**config.mk**
```make
export PLATFORM = sky130hd
export DESIGN_NAME = ppsi_ram
export DESIGN_NICKNAME = d
export VERILOG_FILES = /design/src/sv/ppsi_ram.sv
export SDC_FILE = /design/constraint.sdc
export NUM_CORES = 1
export LEC_CHECK = 0
export ABC_AREA = 1
export BUFFER_PORTS_ARGS = -buffer_cell sky130_fd_sc_hd__buf_2
export CAP_MARGIN = 25
export CELL_PAD_IN_SITES_DETAIL_PLACEMENT = 0
export CELL_PAD_IN_SITES_GLOBAL_PLACEMENT = 1
export CORE_MARGIN = 1
export CORE_UTILIZATION = 42
export CTS_BUF_LIST = sky130_fd_sc_hd__clkbuf_2 sky130_fd_sc_hd__clkbuf_4 sky130_fd_sc_hd__clkbuf_8
export DETAILED_ROUTE_END_ITERATION = 8
export GPL_ROUTABILITY_DRIVEN = 0
export MAX_ROUTING_LAYER = met4
export PLACE_DENSITY = 0.74
export SYNTH_ARGS = -nofsm -noshare
export SYNTH_HDL_FRONTEND = slang
export SYNTH_SLANG_ARGS = --single-unit
```
**constraint.sdc**
```tcl
create_clock -name clk -period 2.6 [get_ports clk]
set_input_delay 0.52 -clock clk [delete_from_list [all_inputs] [get_ports clk]]
set_output_delay 0.52 -clock clk [all_outputs]
set_load 0.05 [all_outputs]
```
**src/sv/ppsi_ram.sv**
```systemverilog
// Generic single-write, single-read synchronous RAM with registered read data.
// No dependencies.
module ppsi_ram #(
  parameter int WIDTH = 8,
  parameter int DEPTH = 16
) (
  input  logic                                        clk,
  input  logic                                        we,
  input  logic [((DEPTH > 1) ? $clog2(DEPTH) : 1)-1:0] waddr,
  input  logic [WIDTH-1:0]                            wdata,
  input  logic                                        re,
  input  logic [((DEPTH > 1) ? $clog2(DEPTH) : 1)-1:0] raddr,
  output logic [WIDTH-1:0]                            rdata
);

  logic [WIDTH-1:0] mem [DEPTH];

  // Write port.
  always_ff @(posedge clk) begin
    if (we) begin
      mem[waddr] <= wdata;
    end
  end

  // Read port with registered read data.
  always_ff @(posedge clk) begin
    if (re) begin
      rdata <= mem[raddr];
    end
  end

endmodule

```
======== Yosys cells after proc, flatten, opt, wreduce, memory -nomap -nowiden ========
Memory sizes are Yosys's and may differ from the RTL's. A register that Yosys moved wholly into a read port is not among the register bits.
Cells that the tools add are included.
word-level totals
  flip-flop bits (word level) ............. 0
  memory bits (writable) .................. 128
  output and inout port bits .............. 8
  memories ................................ 1
operators by class
  multiplexer cells ....................... 2
memory list
  name  words  width  read ports  clocked after Yosys merged registers in  write ports  line  text
  mem   16     8      1           1                                        1            16    logic [WIDTH-1:0] mem [DEPTH];
operator list
  kind     number
  $mux W1  2

======== Logic depth before layout (Yosys ltp) ========
  word-level depth ........................ 2
  depth in mapped cells ................... 8
  gate-level depth less buffers ........... 7

======== Worst setup path after synthesis ========
Ideal clock, no wire load.
  path kind ............................... in2reg
  from .................................... in waddr[2] (netlist bit)
  to ...................................... mem mem[10][0], enable pin
  library setup time ...................... 0.370 ns
  arrival ................................. 1.101 ns
  required time ........................... 2.230 ns
  setup slack ............................. 1.129 ns
  stages on the path ...................... 2
  buffers on the path ..................... 0
  cell sequence ........................... nand3b_1 > nor2_1
RTL lines
  element          line  text
  start, declared  9     input logic [((DEPTH > 1) ? $clog2(DEPTH) : 1)-1:0] waddr,
  end, declared    16
No word-level cell before the write port.

==> impl_summary.log <==
INFO  metric fp.coreArea = approximately 13000 µm²
INFO  metric worst_skew_pair.late_latency = 0.45 ns
INFO  metric arrival = approximately 2.2 ns
INFO  metric cp-endpoint = rdata[4]
INFO  metric worstSetupStartpoint = raddr[1]
INFO  metric synth-seq-cells = roughly 140
INFO  metric cts.path.max_buffers = 2
INFO  metric cp_slowest_stage_delay = 0.52 ns
INFO  metric netlist_instances = 551
INFO  metric post_drt_wl_per_cell = ~18 µm
INFO  metric avgSynthCellArea = 10.6 µm²
INFO  metric cts-htree-levels = 4
INFO  metric synth_area_leader_cell = sky130_fd_sc_hd__edfxtp_1
INFO  metric area.growth.synth_to_final = 11.4%
INFO  metric ctsResizeCount = 0
INFO  metric finalCritPeriodShare = 0.750
INFO  metric yosysSeqAreaShare = 0.698
INFO  metric achievable-frequency = 0.513 GHz
INFO  metric cp_data_required_time = 2.80 ns
INFO  metric drive_gt1_frac = 0.103
INFO  metric worstMarginPinSlew = 0.852 ns
INFO  metric wirelength = approximately 14000 µm
INFO  metric post_route_drc_violation_count = 0
INFO  metric timing.critical_path.mode_cell = sky130_fd_sc_hd__nand3_1
INFO  metric final-instance-count-excl-fill = 769
INFO  metric numCtsBuffers = 17
INFO  metric reg2regPathDepth = 6
INFO  metric ys.warnings.count = 0
INFO  metric top_area_cell_type_share_of_the_netlist_area = 0.698
INFO  metric final_period_minus_worst_setup_slack = just under 2 ns
INFO  metric rsz0062_at_grt = no
INFO  metric die-area = 14400 µm²
INFO  metric finalInstanceArea = 6510 µm²
INFO  metric worst_setup_path_start_kind = input port
INFO  metric placedCellCount = 737
INFO  metric cp_num_buf_inv = 2
INFO  metric post_drt_via_cell_ratio = approximately 5
INFO  metric maxSlewViolCount = 0
INFO  metric maxSlewHeadroom = 0.430
INFO  metric number_of_unique_standard_cell_types_used_by_synthesis = 11
INFO  metric chipWidth = 120 µm
INFO  metric drt_first_pass_iters = 5
INFO  metric detail_route.iter0.violations = between 200 and 300
INFO  metric post-place-ws = 0.195 ns
INFO  metric holdWs = 0.435 ns
INFO  metric detailroute.via_count = between 3000 and 4000
INFO  metric dpl-instance-area = just over 6000 µm²
INFO  metric portBuffers = 26
INFO  metric met2_usage_grt = 0.305
INFO  metric cts.reportedPaths.clkPinSlew = 0.07 ns
INFO  metric ir_drop = 362 µV
INFO  metric dpl.hpwl = 8630 µm
INFO  metric clkSinkCount = 136
INFO  metric floorplan.die.height = 120 µm
INFO  metric track_usage = 0.214
INFO  metric outcome = finished clean
INFO  metric holdBufCountCts = 0
INFO  metric path_cells = buf_2 -> inv_2 -> nand3_1 -> nand3_1 -> nand3_1 -> nand2_1
INFO  metric critPathCaptureType = flop
INFO  metric nNetsFinal = 599
INFO  metric max_cap_violations = 0
INFO  metric floorplan.initialDensity = 0.436
INFO  metric synth_area = 5850 µm²
INFO  metric cts_root_buf = sky130_fd_sc_hd__clkbuf_8
INFO  metric fin_skew = 0.00777 ns
INFO  metric regToRegEndpoint = rdata[4]
INFO  metric worstPathMaxFanout = 33
INFO  metric synth.area.top_cells = sky130_fd_sc_hd__edfxtp_1, sky130_fd_sc_hd__nand2_1, sky130_fd_sc_hd__nand3_1, sky130_fd_sc_hd__inv_1, sky130_fd_sc_hd__buf_6
INFO  metric ios = 27
INFO  metric first_pass_grt_wire_length = 21400 µm
INFO  metric cp.depth = 6
INFO  metric grt_antenna_before_repair = 0
INFO  metric final_hold_vio_count = 0
INFO  metric std_cell_rows = 42
INFO  metric grt_remaining_overflow = 0
INFO  metric r2r_setup_slack = 1.35 ns
INFO  metric leakage = between 2 and 3 nW
INFO  metric timing.final.ws_setup = about 0.65 ns
INFO  metric critPathTopFamily = buffers and inverters
INFO  metric finalSetupViolations = 0
INFO  metric grt_use_met3 = 0.0575
INFO  metric final_total_negative_setup_slack = 0 ns
INFO  metric nets_in_the_synthesized_netlist = 570
INFO  metric crit_type = in -> reg
INFO  metric first_global_vias = 3636
INFO  metric tritoncts_clock_tree = done
INFO  metric cp_slowest_cell = sky130_fd_sc_hd__buf_2
INFO  metric detail-route-antenna-nets = 0
INFO  metric post-cts-setup-buffer-count = 0
INFO  metric post-layout-total-power = 4.61 mW
INFO  metric grt_max_degree = 65
INFO  metric power.density_cell_area = 708 nW/µm²
INFO  metric worst_r2r_startpoint = mem[9][4]
INFO  metric finalCoreUtilization = 0.486
INFO  metric groute.layer.met1.usage = 0.303
INFO  metric grt-busiest-layer = met2
INFO  metric antenna_cells = 0
INFO  metric hp-class = in -> reg
state kept, by name, summed over array words and instances, names as in the netlist:
| name | cells |
|---|---|
| mem | 128 |
| rdata | 8 |
synthesized netlist by cell type (all sizes together):
cell type  instances
nand3b             2
nand2            173
nor2              17
nand3             97
edfxtp           136
buf               24
inv              102
power by group:
part           switching [mW]  internal [mW]
clock                   0.756           1.04
combinational           0.251         0.0804
sequential             0.0149           2.47
total                    1.02           3.59
worst reg2reg max path, cell delays in order, from the launching register on:
cell	delay, ns
sky130_fd_sc_hd__edfxtp_1	0.37
sky130_fd_sc_hd__inv_1	0.06
sky130_fd_sc_hd__nand2_1	0.05
sky130_fd_sc_hd__nand3_1	0.13
sky130_fd_sc_hd__nand3_1	0.15
sky130_fd_sc_hd__nand3_1	0.17
sky130_fd_sc_hd__nand2_1	0.07
per-layer routing:
layer,part of all wire,vias up
li1,-,1838
met5,0,-
met2,0.46,114
met3,0.054,12
met1,0.47,1845
met4,0.011,0
cell families after synthesis:
group / count (synthesis) / synth area share
AND/OR/NAND/NOR: 289 / 0.208
flip-flops: 136 / 0.698
buffers and inverters: 126 / 0.0939
worst min path at each step:
| stage | slack (ns) | endpoint | cells past startpoint | startpoint |
|---|---|---|---|---|
| finish | 0.43 | rdata[1] | 1 | re |
| global placement | 0.76 | rdata[3] | 6 | mem[4][3] |
| floorplan | 0.62 | mem[0][0] | 0 | wdata[0] |
| global route | 0.41 | rdata[3] | 1 | re |
| detailed placement | 0.75 | rdata[7] | 6 | mem[11][7] |
| CTS | 0.42 | rdata[3] | 1 | re |
cell type report:
class,count,area [µm²]
multi-input cells,289,1210
clock buffers,19,249
clock inverters,13,159
inverters,102,383
flip-flops and latches,136,4080
fillers,1284,6890
well taps,176,220
repair buffers,34,203
placed cells by master, fill, tap and decap left out:
cell                         count
sky130_fd_sc_hd__bufinv_16       4
sky130_fd_sc_hd__edfxtp_1      136
sky130_fd_sc_hd__nand2_1       173
sky130_fd_sc_hd__clkinvlp_4      1
sky130_fd_sc_hd__buf_4           7
sky130_fd_sc_hd__nand3b_1        2
sky130_fd_sc_hd__inv_1         100
sky130_fd_sc_hd__clkbuf_4        2
sky130_fd_sc_hd__clkinv_2        1
sky130_fd_sc_hd__nand3_1        97
sky130_fd_sc_hd__clkbuf_8       17
sky130_fd_sc_hd__clkinv_1        7
sky130_fd_sc_hd__inv_2           2
sky130_fd_sc_hd__buf_12          1
sky130_fd_sc_hd__buf_2          26
sky130_fd_sc_hd__nor2_1         17
Power figures use the tool's default switching activity.
