### src/sv/ppsi_pkg.sv
// Package for the point-code pair statistics block: sizes, codes, item types
// and shared helper functions. No dependencies.
package ppsi_pkg;

  // Table sizing.
  localparam int MAX_PAIRS    = 64;
  localparam int NUM_SI_CODES = 16;

  localparam int PAIR_W = (MAX_PAIRS > 1) ? $clog2(MAX_PAIRS) : 1;
  localparam int IDX_W  = $clog2(MAX_PAIRS + 1);
  localparam int CODE_W = (NUM_SI_CODES > 1) ? $clog2(NUM_SI_CODES) : 1;
  localparam int CNT_DEPTH = MAX_PAIRS * NUM_SI_CODES;
  localparam int CNT_AW = (CNT_DEPTH > 1) ? $clog2(CNT_DEPTH) : 1;

  // Key word is {origin, dest}; counter word is {messages, bytes}.
  localparam int PC_W  = 24;
  localparam int KEY_W = 2 * PC_W;
  localparam int CTR_W = 32;
  localparam int CNT_W = 2 * CTR_W;

  // Function codes of an input transaction.
  localparam logic [1:0] FUNC_CLEAR  = 2'd0;
  localparam logic [1:0] FUNC_RECORD = 2'd1;
  localparam logic [1:0] FUNC_QUERY  = 2'd2;

  // Status codes of a result transaction.
  localparam logic [2:0] ST_EXISTING = 3'd0;
  localparam logic [2:0] ST_NEW      = 3'd1;
  localparam logic [2:0] ST_BAD_CODE = 3'd2;
  localparam logic [2:0] ST_FULL     = 3'd3;
  localparam logic [2:0] ST_DONE     = 3'd4;

  typedef struct packed {
    logic [1:0]      func;
    logic [PC_W-1:0] origin_pc;
    logic [PC_W-1:0] dest_pc;
    logic [7:0]      si_code;
    logic [15:0]     msg_bytes;
  } in_item_t;

  typedef struct packed {
    logic [2:0]       status;
    logic [5:0]       entry_slot;
    logic [CTR_W-1:0] msg_count;
    logic [CTR_W-1:0] byte_count;
  } out_result_t;

  // Access request to the key memory.
  typedef struct packed {
    logic              we;
    logic [PAIR_W-1:0] waddr;
    logic [KEY_W-1:0]  wdata;
    logic              re;
    logic [PAIR_W-1:0] raddr;
  } key_port_t;

  // Access request to the counter memory.
  typedef struct packed {
    logic              we;
    logic [CNT_AW-1:0] waddr;
    logic [CNT_W-1:0]  wdata;
    logic              re;
    logic [CNT_AW-1:0] raddr;
  } cnt_port_t;

  typedef enum logic [2:0] {
    S_IDLE,
    S_SEARCH,
    S_ALLOC,
    S_CNT_RD,
    S_CNT_WR,
    S_QUERY
  } ctrl_state_t;

  // Saturating 32-bit add.
  function automatic logic [CTR_W-1:0] sat_add(input logic [CTR_W-1:0] a,
                                               input logic [CTR_W-1:0] b);
    logic [CTR_W:0] s;
    s = {1'b0, a} + {1'b0, b};
    return s[CTR_W] ? {CTR_W{1'b1}} : s[CTR_W-1:0];
  endfunction

  // Counter memory address of one entry and code.
  function automatic logic [CNT_AW-1:0] cnt_addr(input logic [PAIR_W-1:0] entry,
                                                 input logic [CODE_W-1:0] code);
    return CNT_AW'(int'(entry) * NUM_SI_CODES + int'(code));
  endfunction

endpackage

### src/sv/ppsi_ctrl.sv
// Sequencer of the statistics block: key search, entry allocation, counter
// read-modify-write and query summation. Depends on ppsi_pkg.
module ppsi_ctrl
  import ppsi_pkg::*;
(
  input  logic             clk,
  input  logic             rst_n,
  input  logic             start,
  output logic             busy,
  input  in_item_t         in_item,
  output logic             out_strobe,
  output out_result_t      out_result,
  output key_port_t        key_port,
  input  logic [KEY_W-1:0] key_rdata,
  output cnt_port_t        cnt_port,
  input  logic [CNT_W-1:0] cnt_rdata
);

  ctrl_state_t       state_r, state_nxt;
  in_item_t          item_r, item_nxt;
  logic [IDX_W-1:0]  ptr_r, ptr_nxt;
  logic [IDX_W-1:0]  used_r, used_nxt;
  logic              pend_r, pend_nxt;
  logic [PAIR_W-1:0] pend_idx_r, pend_idx_nxt;
  logic [PAIR_W-1:0] slot_r, slot_nxt;
  logic [CODE_W-1:0] sweep_r, sweep_nxt;
  logic [CTR_W-1:0]  acc_msg_r, acc_msg_nxt;
  logic [CTR_W-1:0]  acc_byte_r, acc_byte_nxt;
  out_result_t       res_r, res_nxt;
  logic              strobe_r, strobe_nxt;

  logic              accept;
  logic              in_bad;
  logic [CODE_W-1:0] code;
  logic              issue;
  logic              key_hit;
  logic              scan_done;
  logic              table_full;
  logic              sweep_last;
  logic [CTR_W-1:0]  bytes_ext;
  logic [CTR_W-1:0]  rd_msg;
  logic [CTR_W-1:0]  rd_byte;
  logic [CTR_W-1:0]  new_msg;
  logic [CTR_W-1:0]  new_byte;

  // Status decode shared by both combinational blocks.
  assign busy       = (state_r != S_IDLE);
  assign accept     = start && !busy;
  assign in_bad     = ({1'b0, in_item.si_code} >= 9'(NUM_SI_CODES));
  assign code       = item_r.si_code[CODE_W-1:0];
  assign issue      = (ptr_r < used_r);
  assign key_hit    = pend_r && (key_rdata == {item_r.origin_pc, item_r.dest_pc});
  assign scan_done  = !issue && !pend_r;
  assign table_full = (used_r == IDX_W'(MAX_PAIRS));
  assign sweep_last = (sweep_r == CODE_W'(NUM_SI_CODES - 1));
  assign bytes_ext  = CTR_W'(item_r.msg_bytes);
  assign rd_msg     = cnt_rdata[CNT_W-1:CTR_W];
  assign rd_byte    = cnt_rdata[CTR_W-1:0];
  assign new_msg    = sat_add(rd_msg, CTR_W'(1));
  assign new_byte   = sat_add(rd_byte, bytes_ext);

  // Next state.
  always_comb begin
    state_nxt = state_r;
    unique case (state_r)
      S_IDLE: begin
        if (accept && !in_bad) begin
          if (in_item.func == FUNC_RECORD) begin
            state_nxt = S_SEARCH;
          end else if (in_item.func == FUNC_QUERY) begin
            state_nxt = S_QUERY;
          end
        end
      end
      S_SEARCH: begin
        if (key_hit) begin
          state_nxt = S_CNT_RD;
        end else if (scan_done) begin
          state_nxt = table_full ? S_IDLE : S_ALLOC;
        end
      end
      S_ALLOC: begin
        if (sweep_last) begin
          state_nxt = S_IDLE;
        end
      end
      S_CNT_RD: state_nxt = S_CNT_WR;
      S_CNT_WR: state_nxt = S_IDLE;
      S_QUERY: begin
        if (scan_done) begin
          state_nxt = S_IDLE;
        end
      end
      default: state_nxt = S_IDLE;
    endcase
  end

  // Datapath, memory requests and result.
  always_comb begin
    item_nxt     = item_r;
    ptr_nxt      = ptr_r;
    used_nxt     = used_r;
    pend_nxt     = 1'b0;
    pend_idx_nxt = pend_idx_r;
    slot_nxt     = slot_r;
    sweep_nxt    = sweep_r;
    acc_msg_nxt  = acc_msg_r;
    acc_byte_nxt = acc_byte_r;
    res_nxt      = res_r;
    strobe_nxt   = 1'b0;
    key_port     = '0;
    cnt_port     = '0;
    unique case (state_r)
      S_IDLE: begin
        if (accept) begin
          item_nxt     = in_item;
          ptr_nxt      = '0;
          sweep_nxt    = '0;
          acc_msg_nxt  = '0;
          acc_byte_nxt = '0;
          res_nxt      = '0;
          res_nxt.status = ST_DONE;
          // Clear, bad codes and unused functions finish at once.
          if (in_item.func == FUNC_CLEAR) begin
            used_nxt   = '0;
            strobe_nxt = 1'b1;
          end else if (in_item.func == FUNC_RECORD || in_item.func == FUNC_QUERY) begin
            if (in_bad) begin
              res_nxt.status = ST_BAD_CODE;
              strobe_nxt     = 1'b1;
            end
          end else begin
            strobe_nxt = 1'b1;
          end
        end
      end
      S_SEARCH: begin
        // One key read per cycle, compared in the cycle after.
        key_port.re    = issue && !key_hit;
        key_port.raddr = ptr_r[PAIR_W-1:0];
        if (key_port.re) begin
          ptr_nxt      = ptr_r + IDX_W'(1);
          pend_nxt     = 1'b1;
          pend_idx_nxt = ptr_r[PAIR_W-1:0];
        end
        if (key_hit) begin
          slot_nxt = pend_idx_r;
        end else if (scan_done) begin
          if (table_full) begin
            res_nxt        = '0;
            res_nxt.status = ST_FULL;
            strobe_nxt     = 1'b1;
          end else begin
            slot_nxt       = used_r[PAIR_W-1:0];
            key_port.we    = 1'b1;
            key_port.waddr = used_r[PAIR_W-1:0];
            key_port.wdata = {item_r.origin_pc, item_r.dest_pc};
            used_nxt       = used_r + IDX_W'(1);
          end
        end
      end
      S_ALLOC: begin
        // A new entry gets all its counters rewritten, the counted code with
        // its first message.
        cnt_port.we    = 1'b1;
        cnt_port.waddr = cnt_addr(slot_r, sweep_r);
        cnt_port.wdata = (sweep_r == code) ? {CTR_W'(1), bytes_ext} : '0;
        sweep_nxt      = sweep_r + CODE_W'(1);
        if (sweep_last) begin
          res_nxt.status     = ST_NEW;
          res_nxt.entry_slot = 6'(slot_r);
          res_nxt.msg_count  = CTR_W'(1);
          res_nxt.byte_count = bytes_ext;
          strobe_nxt         = 1'b1;
        end
      end
      S_CNT_RD: begin
        cnt_port.re    = 1'b1;
        cnt_port.raddr = cnt_addr(slot_r, code);
      end
      S_CNT_WR: begin
        cnt_port.we        = 1'b1;
        cnt_port.waddr     = cnt_addr(slot_r, code);
        cnt_port.wdata     = {new_msg, new_byte};
        res_nxt.status     = ST_EXISTING;
        res_nxt.entry_slot = 6'(slot_r);
        res_nxt.msg_count  = new_msg;
        res_nxt.byte_count = new_byte;
        strobe_nxt         = 1'b1;
      end
      S_QUERY: begin
        // Stream one entry's counters per cycle into the saturating sums.
        cnt_port.re    = issue;
        cnt_port.raddr = cnt_addr(ptr_r[PAIR_W-1:0], code);
        if (issue) begin
          ptr_nxt  = ptr_r + IDX_W'(1);
          pend_nxt = 1'b1;
        end
        if (pend_r) begin
          acc_msg_nxt  = sat_add(acc_msg_r, rd_msg);
          acc_byte_nxt = sat_add(acc_byte_r, rd_byte);
        end
        if (scan_done) begin
          res_nxt.status     = ST_DONE;
          res_nxt.entry_slot = '0;
          res_nxt.msg_count  = acc_msg_r;
          res_nxt.byte_count = acc_byte_r;
          strobe_nxt         = 1'b1;
        end
      end
      default: begin
        pend_nxt = 1'b0;
      end
    endcase
  end

  // Control registers.
  always_ff @(posedge clk) begin
    if (!rst_n) begin
      state_r  <= S_IDLE;
      used_r   <= '0;
      pend_r   <= 1'b0;
      strobe_r <= 1'b0;
    end else begin
      state_r  <= state_nxt;
      used_r   <= used_nxt;
      pend_r   <= pend_nxt;
      strobe_r <= strobe_nxt;
    end
  end

  // Payload registers.
  always_ff @(posedge clk) begin
    item_r     <= item_nxt;
    ptr_r      <= ptr_nxt;
    pend_idx_r <= pend_idx_nxt;
    slot_r     <= slot_nxt;
    sweep_r    <= sweep_nxt;
    acc_msg_r  <= acc_msg_nxt;
    acc_byte_r <= acc_byte_nxt;
    res_r      <= res_nxt;
  end

  assign out_strobe = strobe_r;
  assign out_result = res_r;

  // The fill count never passes the table size.
  a_used_bound: assert property (@(posedge clk) disable iff (!rst_n)
    used_r <= IDX_W'(MAX_PAIRS))
    else $error("entry count exceeds table size");

  // The fill count only grows by one or drops to zero on a clear.
  a_used_step: assert property (@(posedge clk) disable iff (!rst_n)
    $past(rst_n) && (used_r != $past(used_r)) |->
      (used_r == '0) || (used_r == $past(used_r) + IDX_W'(1)))
    else $error("entry count moved by more than one");

  // A key is only written when allocating during a search with room left.
  a_key_write_room: assert property (@(posedge clk) disable iff (!rst_n)
    key_port.we |-> (state_r == S_SEARCH) && !table_full)
    else $error("key written with no free entry");

  // No memory read is outstanding while idle.
  a_idle_no_pend: assert property (@(posedge clk) disable iff (!rst_n)
    (state_r == S_IDLE) |-> !pend_r)
    else $error("read in flight while idle");

endmodule

### config.mk
export PLATFORM = sky130hd
export DESIGN_NAME = ppsi_ctrl
export DESIGN_NICKNAME = d
export VERILOG_FILES = /design/src/sv/ppsi_pkg.sv /design/src/sv/ppsi_ctrl.sv
export SDC_FILE = /design/constraint.sdc
export NUM_CORES = 1
export LEC_CHECK = 0
export BUFFER_PORTS_ARGS = -buffer_cell sky130_fd_sc_hd__buf_2
export CAP_MARGIN = 25
export CORE_MARGIN = 2
export CORE_UTILIZATION = 49
export CTS_CLUSTER_DIAMETER = 40
export CTS_CLUSTER_SIZE = 8
export DETAILED_ROUTE_END_ITERATION = 8
export PLACE_DENSITY = 0.78
export SYNTH_ARGS = -nofsm -noshare
export SYNTH_HDL_FRONTEND = slang
export SYNTH_SLANG_ARGS = --single-unit
export TNS_END_PERCENT = 5
### constraint.sdc
create_clock -name clk -period 5.3 [get_ports clk]
set_input_delay 1.06 -clock clk [delete_from_list [all_inputs] [get_ports clk]]
set_output_delay 1.06 -clock clk [all_outputs]
set_load 0.05 [all_outputs]
; ---- Word level (Yosys, flattened, before mapping)
; Cells that the tools add are included.
[totals]
input_bits = 189
output_inout_bits = 223
regBits = 240
elab_cells = 148
[op_classes]
reduce_logical = 29
n_lt_le_gt_ge = 2
n_addsub = 10
eq_ne = 26
muxes = 63
[ops]
columns = op, n
row1 = $mux 73, 6
row2 = $pmux 73 s5, 1
row3 = $mux 32, 7
row4 = $mux 55, 3
row5 = $pmux 75 s2, 1
row6 = $pmux 32 s2, 2
row7 = $add 32x32->33, 2
row8 = $mux 62, 1
row9 = $mux 7, 8
row10 = $eq 48x48->1, 1
row11 = $add 32x1->33 const B, 1
row12 = $add 32x16->33, 1
row13 = $mux 33, 1
row14 = $add 10x4->10, 3
row15 = $mux 3, 10
row16 = $ne 2x2->1 const B, 13
row17 = $pmux 11 s2, 1
row18 = $pmux 7 s3, 1
row19 = $mux 6, 3
row20 = $pmux 3 s5, 1
row21 = $add 7x1->7 const B, 2
row22 = $pmux 7 s2, 1
row23 = $mux 1, 11
row24 = $ge 8x5->1 const B, 1
row25 = other kinds (30), 48

; ---- Longest topological paths before layout
[depth]
word_depth = 6
ltp_mapped = 12
mapped_depth_nobuf = 10

; ---- Worst setup path after synthesis
; No wires, ideal clock.
[synth_timing]
path_type = input to register
start = input port key_rdata[12]
end = register res_r (netlist bit out_result[0]), enable pin
t_arrival_ps = 5198
stages = 8
setup_ps = 530
setup_slack_ps = -428
cell_sequence = xnor2_1 -> nand4_1 -> nor4_1 -> nand4_2 -> nand2_1 -> nor2_1 -> a21oi_1 -> o22ai_1
[synth_between]
elab_chain_cells = 4
[synth_rtl]
columns = item, line_no
row1 = start: declaration, ppsi_ctrl.sv:14  ; input logic [KEY_W-1:0] key_rdata,
row2 = $eq 48x48->1, ppsi_ctrl.sv:52  ; assign key_hit = pend_r && (key_rdata == {item_r.origin_pc, item_r.dest_pc});
row3 = $logic_and 1x1->1, ppsi_ctrl.sv:52
row4 = $ne 2x2->1 (no line), n/a
row5 = $reduce_and 7->1 (no line), n/a
row6 = end signal: assignment, ppsi_ctrl.sv:241  ; res_r <= res_nxt;
row7 = end: declaration, ppsi_ctrl.sv:29  ; out_result_t res_r, res_nxt;
; Every way passes these cells.
; A chain may end at the register's enable or synchronous reset.

==> qor.csv <==
metric,value,unit
status,finished clean,
RePlAce Congestion,0.994,
crit share post-route,0.958,
Critical Path RT,4.24,ns
prevailing post-synth register cell,edfxtp_1,
"Seq/Total Area, Yosys",0.437,
Die H,186,um
Worst Setup End Kind,output port,
pwr dens,328,nW/um^2
Worst-Margin Slew,1.05,ns
layout cells sized above 1,0.300,
Syn Std Cell Area,16200,sq um
dpl cells,2385,
post-synth top area share,0.422,
hold wc startpoint,pend_idx_r[3],
Final Net Count,2280,
leakage power,9.32,nW
Die Wd,186,um
initial core utilization,0.498,
initial antenna violation count,12,
Sequential Power Share,0.343,
row count,66,
post-cts resize count,0,
total setup buffers inserted after CTS,0,
Yosys top cell by area,edfxtp_1,
fin crit period,5.08,ns
max_cap viols,0,
cell family with most CP delay,compound AO/OA/AOI/OAI gates,
post-synthesis register bit count,240,
WL/cell,22.1,um
HPWL Detailed,40600,um
Finished Layout Cells,2478,
vias,14860,
r2r worst-path depth,10,
Clock Tree Root,clkbuf_16,
Post-synth top cells,"edfxtp_1 (228), a21oi_1 (154), nand2_1 (101), xnor2_1 (98), nor2_1 (94)",
most used cell along the critical path,buf_2,
Hold Path Depth,1,
RR Startpoint,acc_byte_r[0],
TritonCTS buffer count,49,
CTS Buffer Depth,3,
"Slowest-stage cell, CP",fa_1,
Clock Skew,0.0238,ns
global-route wire length before repair,81900,um
GRT overflow,0,
gate count after technology mapping,1577,
H-tree levels,2,
syn_nets,1862,
ANT nets after route,0,
clock share of power,0.479,
WHS Endpoint,slot_r[3],
vias in the first global route,14058,
Residual DRC,0,
core area,32500,sq um
Post-synth EDFFs,228,
Net Sw Frac,0.283,
setup TNS,0,ns
fraction of registers with async set/reset,0,
Yosys cell types,95,
"Max FO, Critical Path",6,
First-pass DRT Iterations,6,
Port-buffer cells,411,
Gate power share,0.178,
Worst slew margin,0.297,
hold crit path type,flip-flop to flip-flop,
vias per cell,6.00,
Worst-path clk slew,0.05,ns
P_sw,1.90,mW
DRT iter0 DRCs,1481,
Ports,412,
Die ar.,34600,sq um
post-synthesis average cell area,10.3,sq um
final hold violation count,0,
Cell Int Power,4.80,mW
"count leader, synth",edfxtp_1,
worst path cell trace,buf_2 -> ha_1 -> fa_1 -> a21o_1 -> a21oi_1 -> o21ai_0 -> nand3_1 -> nand2_1 -> buf_4 -> and3_1 -> a311oi_1 -> buf_2,
final wirelength,54700,um
# clock sinks,240,
Worst-Skew Late Latency,0.56,ns
R2R Setup Slk,1.59,ns
# hold bufs at CTS,0,
Synth Warn #,0,
Max VDD drop,0.273,mV
final slew viol count,0,
FF-to-FF End,acc_byte_r[0],
"top cells by area, synth","edfxtp_1 (42%), ha_1 (7.2%), xnor2_1 (5.3%)",
GRT Total Usage,0.308,
CTS tree,done,
fmax,197,MHz
Setup crit start kind,input pin,
Layout area overhead,25.9,%
Setup-failing EPs final,0,
buffers and inverters on the worst path,3,
Max stage delay on crit path,0.42,ns
critical path arrival,4.02,ns
RSZ-0062 raised after global routing,false,
WS Path Type,input pin to output port,
largest net degree at the start of global routing,74,
[cell families after synthesis]
group,Yosys count,synth area share
AO/OA/AOI/OAI,484,0.207
XOR/XNOR,159,0.0859
adder cells (fa/ha/maj),96,0.0755
buffers and inverters,107,0.0300
flip-flops,240,0.437
multiplexers,9,0.00602
AND/OR/NAND/NOR,482,0.159
[placed cells by master, fill, tap and decap left out, types with 10 or more instances in the layout]
cell type,instances
and2_1,39
o211ai_1,15
nor2_1,94
nor3_1,22
dfxtp_1,12
a22oi_1,12
ha_1,93
and3_1,70
edfxtp_1,228
o21bai_1,11
xnor2_1,98
nand4_1,29
o21a_1,12
a21o_1,74
a31oi_1,15
nand2_1,99
a21oi_2,22
buf_2,411
a221o_1,13
nand3_1,44
o21ai_0,51
xor2_1,61
a31o_2,13
a21oi_1,154
buf_4,22
a211oi_1,14
inv_1,40
nand2b_1,10
clkbuf_16,50
[worst max-delay path by stage]
stage	slack (ns)	endpoint	cells after the start	from
final	0.22	cnt_port[37]	12	cnt_rdata[0]
after CTS	0.25	cnt_port[37]	12	cnt_rdata[0]
after global routing	0.07	cnt_port[37]	12	cnt_rdata[0]
after global placement	0.38	cnt_port[37]	12	cnt_rdata[0]
after detailed placement	0.26	cnt_port[37]	12	cnt_rdata[0]
after floorplan	0.17	cnt_port[37]	10	cnt_rdata[0]
[state kept, by name (all words and copies together) (netlist names), 3 cells and up]
| name | cells |
|---|---|
| code | 4 |
| acc_msg_r | 32 |
| pend_idx_r | 6 |
| state_r | 3 |
| item_r | 48 |
| out_result | 73 |
| sweep_r | 4 |
| slot_r | 6 |
| acc_byte_r | 32 |
| ptr_r | 7 |
| used_r | 7 |
| bytes_ext | 16 |
[per-stage QoR]
stage | hold slack (ns) | power [mW] | instance area [sq um] | setup WS (ns) | utilization
after global routing | 0.558 | 6.92 | 20400 | 0.0706 | 0.627
after global placement | 0.521 | 3.47 | 18700 | 0.381 | 0.574
after floorplan | 0.476 | 3.14 | 16200 | 0.171 | -
after detailed placement | 0.531 | 3.49 | 18700 | 0.265 | 0.574
after CTS | 0.539 | 6.70 | 20400 | 0.254 | 0.626
final | 0.547 | 6.70 | 20400 | 0.223 | 0.628
[power groups by stage]
stage | clock network [mW] | logic (mW) | registers, mW
after floorplan | 0 | 0.690 | 2.45
after global placement | 0 | 1.14 | 2.33
after detailed placement | 0 | 1.16 | 2.33
after CTS | 3.23 | 1.17 | 2.30
after global routing | 3.33 | 1.29 | 2.31
final | 3.21 | 1.19 | 2.30
[cell type report]
cell class,count,area [sq um]
sequential,240,7090
antenna,6,15.0
fill,2752,12100
inverter,40,150
timing repair buffer,434,2250
multi-input combinational,1230,8670
tap,442,553
clock inverter,27,392
clock buffer,59,1310
[metal layers]
layer / up-vias / wire length (um) / share of wire / global-route usage
met4: 10 / 1170 / 0.021 / 0.0828
li1: 6844 / - / - / -
met1: 7172 / 23500 / 0.43 / 0.429
met3: 104 / 4400 / 0.080 / 0.0583
met2: 730 / 25600 / 0.47 / 0.493
met5: - / 71 / 0.0013 / 0
Power figures use the tool's default switching activity.
